--- config.mk ---
export PLATFORM = sky130hd
export DESIGN_NAME = scheme_token_lexer_top
export DESIGN_NICKNAME = d
export VERILOG_FILES = /design/src/rtl/stl_pkg.sv /design/src/rtl/stl_front.sv /design/src/rtl/stl_queue.sv /design/src/rtl/stl_back.sv /design/src/rtl/scheme_token_lexer_top.sv
export SDC_FILE = /design/constraint.sdc
export NUM_CORES = 1
export LEC_CHECK = 0
export ABC_CLOCK_PERIOD_IN_PS = 6500
export BUFFER_PORTS_ARGS = -buffer_cell sky130_fd_sc_hd__clkbuf_2
export CAP_MARGIN = 25
export CORE_ASPECT_RATIO = 0.9
export CORE_MARGIN = 2
export CORE_UTILIZATION = 37
export CTS_CLUSTER_SIZE = 25
export DETAILED_ROUTE_END_ITERATION = 10
export GPL_ROUTABILITY_DRIVEN = 0
export PLACE_DENSITY = 0.56
export SKIP_CTS_REPAIR_TIMING = 1
export SYNTH_ARGS = -nofsm -noshare
export SYNTH_HDL_FRONTEND = slang
export SYNTH_SLANG_ARGS = --single-unit
--- constraint.sdc ---
create_clock -name clk -period 6.5 [get_ports clk]
set_clock_uncertainty 0.05 [all_clocks]
set_input_delay 0.325 -clock clk [delete_from_list [all_inputs] [get_ports clk]]
set_output_delay 0.325 -clock clk [all_outputs]
set_load 0.05 [all_outputs]
--- src/rtl/stl_pkg.sv ---
// Shared types, codes and character classes for the Scheme token lexer.
package stl_pkg;

    // Position counter width and the width of the reported start position
    localparam int PosBits   = 16;
    localparam int StartBits = 16;

    typedef logic [PosBits-1:0]   pos_t;
    typedef logic [StartBits-1:0] start_t;

    // Event codes
    localparam logic [1:0] EV_VALUE = 2'd0;
    localparam logic [1:0] EV_DONE  = 2'd1;
    localparam logic [1:0] EV_BAD   = 2'd2;

    // Token kinds
    localparam logic [2:0] K_IDENT    = 3'd0;
    localparam logic [2:0] K_STRING   = 3'd1;
    localparam logic [2:0] K_LPAREN   = 3'd2;
    localparam logic [2:0] K_RPAREN   = 3'd3;
    localparam logic [2:0] K_QUOTE    = 3'd4;
    localparam logic [2:0] K_BACKTICK = 3'd5;
    localparam logic [2:0] K_COMMA    = 3'd6;
    localparam logic [2:0] K_ERROR    = 3'd7;

    // Characters the lexer looks for
    localparam logic [7:0] CH_NUL    = 8'h00;
    localparam logic [7:0] CH_TAB    = 8'h09;
    localparam logic [7:0] CH_LF     = 8'h0A;
    localparam logic [7:0] CH_CR     = 8'h0D;
    localparam logic [7:0] CH_SPACE  = 8'h20;
    localparam logic [7:0] CH_DQUOTE = 8'h22;
    localparam logic [7:0] CH_APOS   = 8'h27;
    localparam logic [7:0] CH_LPAREN = 8'h28;
    localparam logic [7:0] CH_RPAREN = 8'h29;
    localparam logic [7:0] CH_PLUS   = 8'h2B;
    localparam logic [7:0] CH_COMMA  = 8'h2C;
    localparam logic [7:0] CH_MINUS  = 8'h2D;
    localparam logic [7:0] CH_DOT    = 8'h2E;
    localparam logic [7:0] CH_SEMI   = 8'h3B;
    localparam logic [7:0] CH_AT     = 8'h40;
    localparam logic [7:0] CH_BSLASH = 8'h5C;
    localparam logic [7:0] CH_BTICK  = 8'h60;
    localparam logic [7:0] CH_BAR    = 8'h7C;
    localparam logic [7:0] CH_TILDE  = 8'h7E;

    // One result item
    typedef struct packed {
        logic [1:0] ev;
        logic [2:0] kind;
        start_t     start;
        logic [7:0] ch;
    } result_t;

    // All results caused by one input byte
    localparam int MaxResults = 3;
    typedef logic [1:0] count_t;

    typedef struct packed {
        count_t                      count;
        result_t [MaxResults-1:0]    res;
    } bundle_t;

    // Queue between front and back
    localparam int QueueDepth = 4;
    localparam int QPtrBits   = $clog2(QueueDepth);
    typedef logic [QPtrBits-1:0] qptr_t;
    typedef logic [QPtrBits:0]   qcount_t;

    function automatic logic is_initial(input logic [7:0] c);
        return (c inside {[8'h61:8'h7A], [8'h41:8'h5A]}) ||
               (c inside {8'h21, 8'h24, 8'h25, 8'h26, 8'h2A, 8'h2F, 8'h3A, 8'h3C,
                          8'h3D, 8'h3E, 8'h3F, 8'h5E, 8'h5F, CH_TILDE});
    endfunction

    function automatic logic is_subsequent(input logic [7:0] c);
        return is_initial(c) || (c inside {[8'h30:8'h39]}) ||
               (c inside {CH_PLUS, CH_MINUS, CH_DOT, CH_AT});
    endfunction

    function automatic start_t to_start(input pos_t p);
        return StartBits'(p);
    endfunction

    function automatic result_t make_res(input logic [1:0] ev, input logic [2:0] kind,
                                         input pos_t p, input logic [7:0] ch);
        result_t r;
        r.ev    = ev;
        r.kind  = kind;
        r.start = to_start(p);
        r.ch    = ch;
        return r;
    endfunction

endpackage

--- src/rtl/stl_front.sv ---
// Front end: accepts bytes, runs the lexer mode machine and builds result bundles.
module stl_front
    import stl_pkg::*;
(
    input  logic       clk,
    input  logic       rst_n,
    input  logic       in_valid,
    output logic       in_ready,
    input  logic [7:0] text_byte,
    input  logic       end_of_text,
    input  logic       queue_full,
    output logic       push,
    output bundle_t    push_data
);

    typedef enum logic [2:0] {
        MODE_IDLE,
        MODE_COMMENT,
        MODE_IDENT,
        MODE_BAR,
        MODE_STRING
    } mode_t;

    mode_t   mode_reg, mode_next;
    pos_t    tok_reg, tok_next;
    pos_t    pos_reg, pos_next;

    logic    in_fire;
    logic    do_idle;
    count_t  n;
    result_t [MaxResults-1:0] res;

    assign in_ready = !queue_full;
    assign in_fire  = in_valid && in_ready;

    // Next mode and the results for the current byte
    always_comb
    begin
        mode_next = mode_reg;
        tok_next  = tok_reg;
        do_idle   = 1'b0;
        n         = '0;
        res       = '0;

        case (mode_reg)
            MODE_COMMENT:
            begin
                if (text_byte == CH_LF || text_byte == CH_NUL)
                begin
                    do_idle = 1'b1;
                end
            end
            MODE_IDENT:
            begin
                if (is_subsequent(text_byte))
                begin
                    res[n] = make_res(EV_VALUE, K_IDENT, tok_reg, text_byte);
                    n      = n + 2'd1;
                end
                else
                begin
                    res[n] = make_res(EV_DONE, K_IDENT, tok_reg, 8'h00);
                    n      = n + 2'd1;
                    do_idle = 1'b1;
                end
            end
            MODE_BAR:
            begin
                if (text_byte == CH_BAR)
                begin
                    res[n] = make_res(EV_VALUE, K_IDENT, tok_reg, text_byte);
                    n      = n + 2'd1;
                    res[n] = make_res(EV_DONE, K_IDENT, tok_reg, 8'h00);
                    n      = n + 2'd1;
                    mode_next = MODE_IDLE;
                end
                else if (text_byte == CH_BSLASH)
                begin
                    res[n] = make_res(EV_DONE, K_ERROR, tok_reg, 8'h00);
                    n      = n + 2'd1;
                    do_idle = 1'b1;
                end
                else
                begin
                    res[n] = make_res(EV_VALUE, K_IDENT, tok_reg, text_byte);
                    n      = n + 2'd1;
                end
            end
            MODE_STRING:
            begin
                if (text_byte == CH_DQUOTE)
                begin
                    res[n] = make_res(EV_DONE, K_STRING, tok_reg, 8'h00);
                    n      = n + 2'd1;
                    mode_next = MODE_IDLE;
                end
                else if (text_byte == CH_BSLASH)
                begin
                    res[n] = make_res(EV_DONE, K_ERROR, tok_reg, 8'h00);
                    n      = n + 2'd1;
                    do_idle = 1'b1;
                end
                else
                begin
                    res[n] = make_res(EV_VALUE, K_STRING, tok_reg, text_byte);
                    n      = n + 2'd1;
                end
            end
            default:
            begin
                do_idle = 1'b1;
            end
        endcase

        // Byte handled as in idle
        if (do_idle)
        begin
            mode_next = MODE_IDLE;
            if (text_byte inside {CH_SPACE, CH_TAB, CH_LF, CH_CR})
            begin
                mode_next = MODE_IDLE;
            end
            else if (text_byte == CH_SEMI)
            begin
                mode_next = MODE_COMMENT;
            end
            else if (is_initial(text_byte))
            begin
                tok_next  = pos_reg;
                mode_next = MODE_IDENT;
                res[n] = make_res(EV_VALUE, K_IDENT, pos_reg, text_byte);
                n      = n + 2'd1;
            end
            else if (text_byte == CH_BAR)
            begin
                tok_next  = pos_reg;
                mode_next = MODE_BAR;
                res[n] = make_res(EV_VALUE, K_IDENT, pos_reg, text_byte);
                n      = n + 2'd1;
            end
            else if (text_byte inside {CH_PLUS, CH_MINUS, CH_DOT})
            begin
                res[n] = make_res(EV_DONE, K_ERROR, pos_reg, 8'h00);
                n      = n + 2'd1;
            end
            else if (text_byte == CH_DQUOTE)
            begin
                tok_next  = pos_reg;
                mode_next = MODE_STRING;
            end
            else if (text_byte == CH_LPAREN)
            begin
                res[n] = make_res(EV_DONE, K_LPAREN, pos_reg, 8'h00);
                n      = n + 2'd1;
            end
            else if (text_byte == CH_RPAREN)
            begin
                res[n] = make_res(EV_DONE, K_RPAREN, pos_reg, 8'h00);
                n      = n + 2'd1;
            end
            else if (text_byte == CH_APOS)
            begin
                res[n] = make_res(EV_DONE, K_QUOTE, pos_reg, 8'h00);
                n      = n + 2'd1;
            end
            else if (text_byte == CH_BTICK)
            begin
                res[n] = make_res(EV_DONE, K_BACKTICK, pos_reg, 8'h00);
                n      = n + 2'd1;
            end
            else if (text_byte == CH_COMMA)
            begin
                res[n] = make_res(EV_DONE, K_COMMA, pos_reg, 8'h00);
                n      = n + 2'd1;
            end
            else
            begin
                res[n] = make_res(EV_BAD, K_ERROR, pos_reg, text_byte);
                n      = n + 2'd1;
            end
        end

        // End of text closes any open token and rewinds the position
        if (end_of_text)
        begin
            if (mode_next == MODE_IDENT)
            begin
                res[n] = make_res(EV_DONE, K_IDENT, tok_next, 8'h00);
                n      = n + 2'd1;
            end
            else if (mode_next == MODE_BAR || mode_next == MODE_STRING)
            begin
                res[n] = make_res(EV_DONE, K_ERROR, tok_next, 8'h00);
                n      = n + 2'd1;
            end
            mode_next = MODE_IDLE;
            pos_next  = '0;
        end
        else
        begin
            pos_next = pos_reg + pos_t'(1);
        end
    end

    assign push            = in_fire && (n != '0);
    assign push_data.count = n;
    assign push_data.res   = res;

    // Lexer state
    always_ff @(posedge clk or negedge rst_n)
    begin
        if (!rst_n)
        begin
            mode_reg <= MODE_IDLE;
            tok_reg  <= '0;
            pos_reg  <= '0;
        end
        else if (in_fire)
        begin
            mode_reg <= mode_next;
            tok_reg  <= tok_next;
            pos_reg  <= pos_next;
        end
    end

endmodule

--- src/rtl/stl_queue.sv ---
// Short bundle queue between the lexer front end and the result sequencer.
module stl_queue
    import stl_pkg::*;
(
    input  logic    clk,
    input  logic    rst_n,
    input  logic    push,
    input  bundle_t push_data,
    input  logic    pop,
    output bundle_t head,
    output logic    empty,
    output logic    full
);

    bundle_t mem [QueueDepth];
    qptr_t   wr_ptr_reg;
    qptr_t   rd_ptr_reg;
    qcount_t count_reg;

    assign empty = (count_reg == '0);
    assign full  = (count_reg == qcount_t'(QueueDepth));
    assign head  = mem[rd_ptr_reg];

    // Storage, no reset
    always_ff @(posedge clk)
    begin
        if (push)
        begin
            mem[wr_ptr_reg] <= push_data;
        end
    end

    // Pointers and fill count
    always_ff @(posedge clk or negedge rst_n)
    begin
        if (!rst_n)
        begin
            wr_ptr_reg <= '0;
            rd_ptr_reg <= '0;
            count_reg  <= '0;
        end
        else
        begin
            if (push)
            begin
                wr_ptr_reg <= wr_ptr_reg + qptr_t'(1);
            end
            if (pop)
            begin
                rd_ptr_reg <= rd_ptr_reg + qptr_t'(1);
            end
            if (push && !pop)
            begin
                count_reg <= count_reg + qcount_t'(1);
            end
            else if (pop && !push)
            begin
                count_reg <= count_reg - qcount_t'(1);
            end
        end
    end

endmodule

--- src/rtl/stl_back.sv ---
// Back end: hands out the results of each bundle one per request.
module stl_back
    import stl_pkg::*;
(
    input  logic       clk,
    input  logic       rst_n,
    input  bundle_t    head,
    input  logic       empty,
    output logic       pop,
    output logic       out_valid,
    input  logic       out_ready,
    output logic [1:0] event_res,
    output logic [2:0] token_kind,
    output start_t     start_position,
    output logic [7:0] value_char,
    output logic       last_result
);

    count_t  idx_reg;
    result_t cur;
    logic    is_last;
    logic    out_fire;

    assign cur      = head.res[idx_reg];
    assign is_last  = (idx_reg == head.count - 2'd1);
    assign out_valid = !empty;
    assign out_fire = out_valid && out_ready;
    assign pop      = out_fire && is_last;

    assign event_res      = cur.ev;
    assign token_kind     = cur.kind;
    assign start_position = cur.start;
    assign value_char     = cur.ch;
    assign last_result    = is_last;

    // Position within the head bundle
    always_ff @(posedge clk or negedge rst_n)
    begin
        if (!rst_n)
        begin
            idx_reg <= '0;
        end
        else if (out_fire)
        begin
            idx_reg <= is_last ? count_t'(0) : idx_reg + 2'd1;
        end
    end

endmodule

--- src/rtl/scheme_token_lexer_top.sv ---
// Top level of the Scheme token lexer.
//
// Input channel (in_valid/in_ready): one request per source byte, text_byte
// plus end_of_text marking the last byte of a text. Output channel
// (out_valid/out_ready): one request per result item; last_result marks the
// final result caused by a byte. Bytes that cause no result produce nothing.
//
// The front end accepts one byte per cycle while the queue is not full and
// resolves the lexer mode in the same cycle; its results (zero to three) go
// as one bundle into a four-entry queue, which registers them. The back end
// emits one result per cycle from the queue head while out_ready is high.
// Throughput is one byte per cycle while bytes average at most one result;
// a byte with k results holds the queue head until all k have been taken.
//
// Reset puts the lexer in idle at position zero and empties the queue.
// When the receiver stalls, the current result holds on the outputs; the
// front keeps taking bytes until the queue fills, then drops in_ready.
module scheme_token_lexer_top
    import stl_pkg::*;
(
    input  logic        clk,
    input  logic        rst_n,
    input  logic        in_valid,
    output logic        in_ready,
    input  logic [7:0]  text_byte,
    input  logic        end_of_text,
    output logic        out_valid,
    input  logic        out_ready,
    output logic [1:0]  event_res,
    output logic [2:0]  token_kind,
    output logic [15:0] start_position,
    output logic [7:0]  value_char,
    output logic        last_result
);

    logic    push;
    bundle_t push_data;
    logic    pop;
    bundle_t head;
    logic    empty;
    logic    full;

    stl_front u_front
    (
        .clk         (clk),
        .rst_n       (rst_n),
        .in_valid    (in_valid),
        .in_ready    (in_ready),
        .text_byte   (text_byte),
        .end_of_text (end_of_text),
        .queue_full  (full),
        .push        (push),
        .push_data   (push_data)
    );

    stl_queue u_queue
    (
        .clk       (clk),
        .rst_n     (rst_n),
        .push      (push),
        .push_data (push_data),
        .pop       (pop),
        .head      (head),
        .empty     (empty),
        .full      (full)
    );

    stl_back u_back
    (
        .clk            (clk),
        .rst_n          (rst_n),
        .head           (head),
        .empty          (empty),
        .pop            (pop),
        .out_valid      (out_valid),
        .out_ready      (out_ready),
        .event_res      (event_res),
        .token_kind     (token_kind),
        .start_position (start_position),
        .value_char     (value_char),
        .last_result    (last_result)
    );

endmodule

; Word-level counts from Yosys, hierarchy flattened
; Memory sizes are Yosys's and may differ from the RTL's.
; Cells that the tools add are included.
[op_classes]
addsub = 9
magnitude_cmp = 11
n_eq_ne = 40
n_mux = 81
n_reduce_logical = 30
[op_table]
columns = op, count
row1 = two-way mux 87 bit, 15
row2 = bitwise mux 87 bit, 10
row3 = "equality test 8 x 6 -> 1 bit, second input constant", 21
row4 = two-way mux 28 bit, 6
row5 = two-way mux 16 bit, 8
row6 = demux 29 bit (select 2 bit), 2
row7 = two-way mux 29 bit, 4
row8 = case mux 29 bit (3 select lines), 1
row9 = binary-select mux 29 bit (select 2 bit), 1
row10 = "equality test 8 x 7 -> 1 bit, second input constant", 7
row11 = two-way mux 3 bit, 12
row12 = "equality test 8 x 4 -> 1 bit, second input constant", 3
row13 = two-way mux 2 bit, 12
row14 = "adder 16 x 1 -> 16 bit, second input constant", 1
row15 = ">= comparator 8 x 7 -> 1 bit, second input constant", 2
row16 = "<= comparator 8 x 7 -> 1 bit, second input constant", 2
row17 = nonzero test 14 bit, 1
row18 = "equality test 3 x 2 -> 1 bit, second input constant", 4
row19 = logical AND 1 bit, 11
row20 = "adder 2 x 1 -> 2 bit, second input constant", 5
row21 = "equality test 3 bit, second input constant", 3
row22 = "< comparator 2 x 3 -> 1 bit, second input constant", 3
row23 = ">= comparator 8 x 6 -> 1 bit, second input constant", 1
row24 = "<= comparator 8 x 6 -> 1 bit, second input constant", 1
row25 = 18 further kinds, 35
[totals]
ff_bits = 44
mem_bits_rw = 356
word_cells = 179
n_memories = 1
[memory_table]
columns = memory, words, width, read_ports, rd_clocked_by_memory_dff, wr, line
row1 = u_queue.mem, 4, 89, 1, 0, 1, stl_queue.sv:15  ; bundle_t mem [QueueDepth];

; Longest topological paths before layout
[depth]
ltp_word = 25
ltp_mapped = 19

; Hierarchy
; Synthesis repeated with hierarchy kept, for this count alone.
[hier_totals]
hier_cells = 1059
area_unflattened_um2 = 17760.8
[by_module_without_submodules]
columns = module, instances, cells_per_inst, area_per_inst_um2, seq_area_each_um2
row1 = stl_queue, 1, 499, 13325.3, 10865.4
row2 = stl_front, 1, 446, 3694.8, 875.8
row3 = stl_back, 1, 114, 740.7, 50.0

; Least setup slack after synthesis
; Ideal clock, no wire load.
[synth_timing]
path_kind = register -> register
from = reg u_front.mode_reg[2]
to = mem u_queue.mem[0][0] (netlist bit) (enable)
setup_time_ns = 0.457
arrival_time_ns = 4.981
required_time_ns = 5.993
slack_ns = 1.011
path_stages_with_launch = 13
n_path_buf = 1
cell_sequence = dfrtp_1 buf_6 nand2b_2 a311oi_1 o211ai_2 or4_4 a211oi_4 xnor2_1 ha_1 nand2_1 mux2i_1 o22ai_2 and2_1
[synth_via]
elab_chain_len = 19
word_cells_on_any_way = 31
classes_between = 2 x add/sub / 7 x eq/ne / 18 x mux / 4 x reduce/logical
[synth_rtl]
columns = item, line
row1 = start: declaration, stl_front.sv:24  ; mode_t mode_reg, mode_next;
row2 = start signal: assignment, stl_front.sv:220  ; mode_reg <= mode_next;
row3 = equality test 3 x 2 -> 1 bit or equality test 3 bit (tied branches), stl_front.sv:45  ; case (mode_reg)
row4 = OR reduction 2 bit (no line), -
row5 = case mux 2 bit (2 select lines), stl_front.sv:45
row6 = adder 2 x 1 -> 2 bit, -
row7 = two-way mux 2 bit, stl_front.sv:146  ; else if (text_byte == CH_DQUOTE)
row8 = two-way mux 2 bit, stl_front.sv:141  ; else if (text_byte inside {CH_PLUS, CH_MINUS, CH_DOT})
row9 = two-way mux 2 bit, stl_front.sv:134  ; else if (text_byte == CH_BAR)
row10 = two-way mux 2 bit, stl_front.sv:127  ; else if (is_initial(text_byte))
row11 = (+4 left out), -
row12 = two-way mux 2 bit, stl_front.sv:191  ; else if (mode_next == MODE_BAR || mode_next == MODE_STRING)
row13 = two-way mux 2 bit, stl_front.sv:186  ; if (mode_next == MODE_IDENT)
row14 = two-way mux 2 bit *, stl_front.sv:184  ; if (end_of_text)
row15 = nonzero test 2 bit *, stl_front.sv:205  ; assign push = in_fire && (n != '0);
row16 = logical AND 1 bit *, stl_front.sv:205
row17 = named net push, scheme_token_lexer_top.sv:36  ; logic push;
row18 = two-way mux 1 bit *, stl_queue.sv:27  ; if (push)
row19 = two-way mux 1 bit (implied by the code) *, stl_queue.sv:29  ; mem[wr_ptr_reg] <= push_data;
row20 = end: declaration, stl_queue.sv:15
; Mark *: on every way through the listed nets, which the timed path passes. The rest lies on a longest branch.

; Worst setup path in the final report
[layout_timing]
from = reg u_front.mode_reg[2]
to = mem u_queue.mem[0][33] (netlist bit) (enable)
; Same word-level chain as after synthesis.

==> flow_summary.toml <==
[outcome]
status = "finished clean"

[placement]
post-place-ws_ns = 1.490
hpwl_um = 23950
port_buffers = 44

[global_route]
grt_max_degree = 56
grtUsageTotal_pct = 16.43
grt_pass1_vias = 9584
antenna_found_initial = 1
grt_overflow = 0
grt_pass1_wl_um = 60660

[worst_setup_path]
crit_start = "u_front.mode_reg[2]$_DFFE_PN0P_"
ff2ff_path_depth = 12
path_class = "reg2reg"
cp.required_ns = 6.68
critPathArrivalTime_ns = 4.84
r2r-end = "u_queue.mem[0][33]$_DFFE_PP_"
crit_path_start_kind = "register"
critPathCaptureType = "register"
ff2ff_setup_slack_ns = 1.84
worst_r2r_startpoint = "u_front.mode_reg[2]$_DFFE_PN0P_"
cp_max_fo = 45

[sta]
max-slew-margin-rel_pct = 31.89
setup_tns_ns = 0
finalSetupViolCount = 0
rsz0062_at_grt = "false"
fin_crit_sh_pct = 71.75
finalHoldViolCount = 0
setup_ws_ns = 1.836
finalMaxSlewViolations = 0
max_freq_mhz = 214.4
finalCriticalPeriod_ns = 4.664
worst_slew_pin_slew_ns = 1.022

[die]
io_pins = 45
rows = 75
die_w_um = 233.9
initial_core_util_pct = 37.59
die_h_um = 210.9
coreArea_mm2 = 0.04683
die_area_mm2 = 0.04933

[worst_hold_path]
hp-start = "out_ready"
worstHoldPathCells = 3
hold_path.class = "in2reg"
min_to = "u_queue.rd_ptr_reg[1]$_DFFE_PN0P_"

[synthesis]
ys_top_cells_by_area = "edfxtp_1, mux4_2, dfrtp_1, a22o_1, mux2i_1"
syn_area_per_cell_um2 = 16.84
postSynthCellCount = 1045
netlist_area_mm2 = 0.01760
ys_types = 81
synth.top_cell.area_share_pct = 60.74
synth_edf_count = 356
async_flop_share_pct = 11.00
synth_nets = 1072
synth_warnings = 0
synth_seq_cells = 400
yosysTopAreaCell = "edfxtp_1"
ys_seq_area_share_pct = 66.99
synth_flop_cell = "edfxtp_1"

[clock_network]
cts_sinks = 400
root_buffer = "clkbuf_16"
clk_path_buf_depth = 3
htree_levels = 2
clk_pin_slew_ns = 0.06
cts_tree = "done"
insertion_delay_ns = 0.57
numCtsBuffers = 43

[routing]
drc_errors = 0
dr.pass1.iters = 6
drtIter0Drc = 759
vias = 9585
ant_nets = 0
routedWlPerCell_um = 22.84
via_per_inst = 5.512
wl_um = 39730

[pwr]
leakagePower_nw = 7.054
cellPowerDensity_mw_per_mm2 = 493.7
ir_worst_vdd_mv = 0.2746
design_power_total_mw = 9.809

[run]
max-cap-violations = 0

[final_layout]
drive_gt1_share_pct = 24.04
largest_reg_flops = 356
diodes = 0
area_growth_pct = 12.89
fin_nets = 1116
## cells in the mapped netlist (all sizes together), types with 2 or more instances
library cell    n
or2             5
ha             13
a22o           48
o211ai          4
nand2          42
a31o            5
xor2           13
a311oi          3
a21oi          16
mux2           20
o22ai          33
o21ai          24
nand4           4
and4b           2
edfxtp        356
and3b           2
and3           12
nor3            8
nor3b           3
nor2b           4
and2           27
nand3          16
a211o           2
inv            44
o31ai           2
a211oi          5
mux2i          38
mux4           89
or3             7
clkbuf         28
nor4            4
xnor2           9
nand3b          2
nand2b          4
a21o            3
buf            34
a31oi           6
nor2           44
dfrtp          44
## power by group
group / total (mW) / switching (mW) / internal [mW]
sequential: 3.81 / 0.309 / 3.50
combinational: 3.58 / 2.33 / 1.25
clock: 2.42 / 0.988 / 1.43
total: 9.81 / 3.63 / 6.18
## cell families (layout without fill, tap and decap cells)
| group | after synthesis | count (layout) | share of synthesized area, % |
|---|---|---|---|
| buffers and inverters | 106 | 184 | 2.808 |
| AOI/OAI and AO/OA | 165 | 165 | 7.052 |
| xor gates and xnor gates | 22 | 22 | 1.095 |
| and+or+nand+nor | 191 | 191 | 5.879 |
| DFF | 400 | 400 | 66.99 |
| adders and majority gates | 14 | 14 | 1.038 |
| muxes | 147 | 147 | 15.13 |
## worst max path at each step
stage / cells after the start / end
6_report: 12 / u_queue.mem[0][33]$_DFFE_PP_
5_1_grt: 12 / u_queue.mem[0][33]$_DFFE_PP_
4_1_cts: 12 / u_queue.mem[0][23]$_DFFE_PP_
3_5_place_dp: 12 / u_queue.mem[0][14]$_DFFE_PP_
3_3_place_gp: 12 / u_queue.mem[3][17]$_DFFE_PP_
2_1_floorplan: 12 / u_queue.mem[0][0]$_DFFE_PP_
## cells in the final DEF, fill, tap and decap left out, types with 7 or more instances in the layout
master     count
mux2i_1       34
and2_1        22
o21ai_1        7
xor2_1        13
mux4_2        89
clkbuf_16     43
mux2_2        18
a22o_1        48
inv_1         44
o22ai_1       32
nand2_1       42
edfxtp_1     356
clkbuf_1      13
xnor2_1        9
and3_1        11
nor2_1        41
a21oi_1       16
o21ai_0       17
or3_1          7
clkinv_1       7
ha_1          13
buf_4         12
nor3_1         7
dfrtp_1       40
nand3_1       15
clkbuf_2      44
## stage by stage
stage | instance area [µm²] | utilization (%) | hold WS, ns | cells
floorplan | 17600 | - | -0.02059 | 1045
global placement | 18450 | 39.40 | 0.4228 | 1658
detailed placement | 18450 | 39.40 | 0.4306 | 1658
CTS | 19850 | 42.39 | -0.1888 | 1737
global route | 19870 | 42.43 | 0.06764 | 1739
finish | 19870 | 42.43 | 0.04818 | 1739
## critical path, cell delays in order (launching register included)
cell      delay, ns
dfrtp_1        0.47
nand2b_2       0.30
a311oi_1       0.32
o211ai_2       0.17
or4_4          0.48
a211oi_4       0.38
a21oi_1        0.20
ha_1           0.35
nand2_1        0.07
mux2i_1        0.08
o22ai_2        0.37
and2_4         0.71
buf_12         0.31
## area by class of cell
class,count,area (µm²)
fill,4163,26960
sequential,400,11800
multi-input combinational,539,5330
clock buffer,59,1166
tap,616,770.7
timing repair buffer,61,400.4
clock inverter,20,235.2
inverter,44,165.2
## per-layer routing
layer | track usage [%] | share of wire (%) | vias up | routed length, µm
li1 | - | - | 4253 | -
met1 | 25.48 | 49 | 5050 | 19560
met2 | 24.32 | 44 | 225 | 17630
met3 | 2.443 | 4.6 | 57 | 1844
met4 | 3.928 | 1.7 | 0 | 687
met5 | 0 | 0 | - | 0
Power figures use the tool's default switching activity.
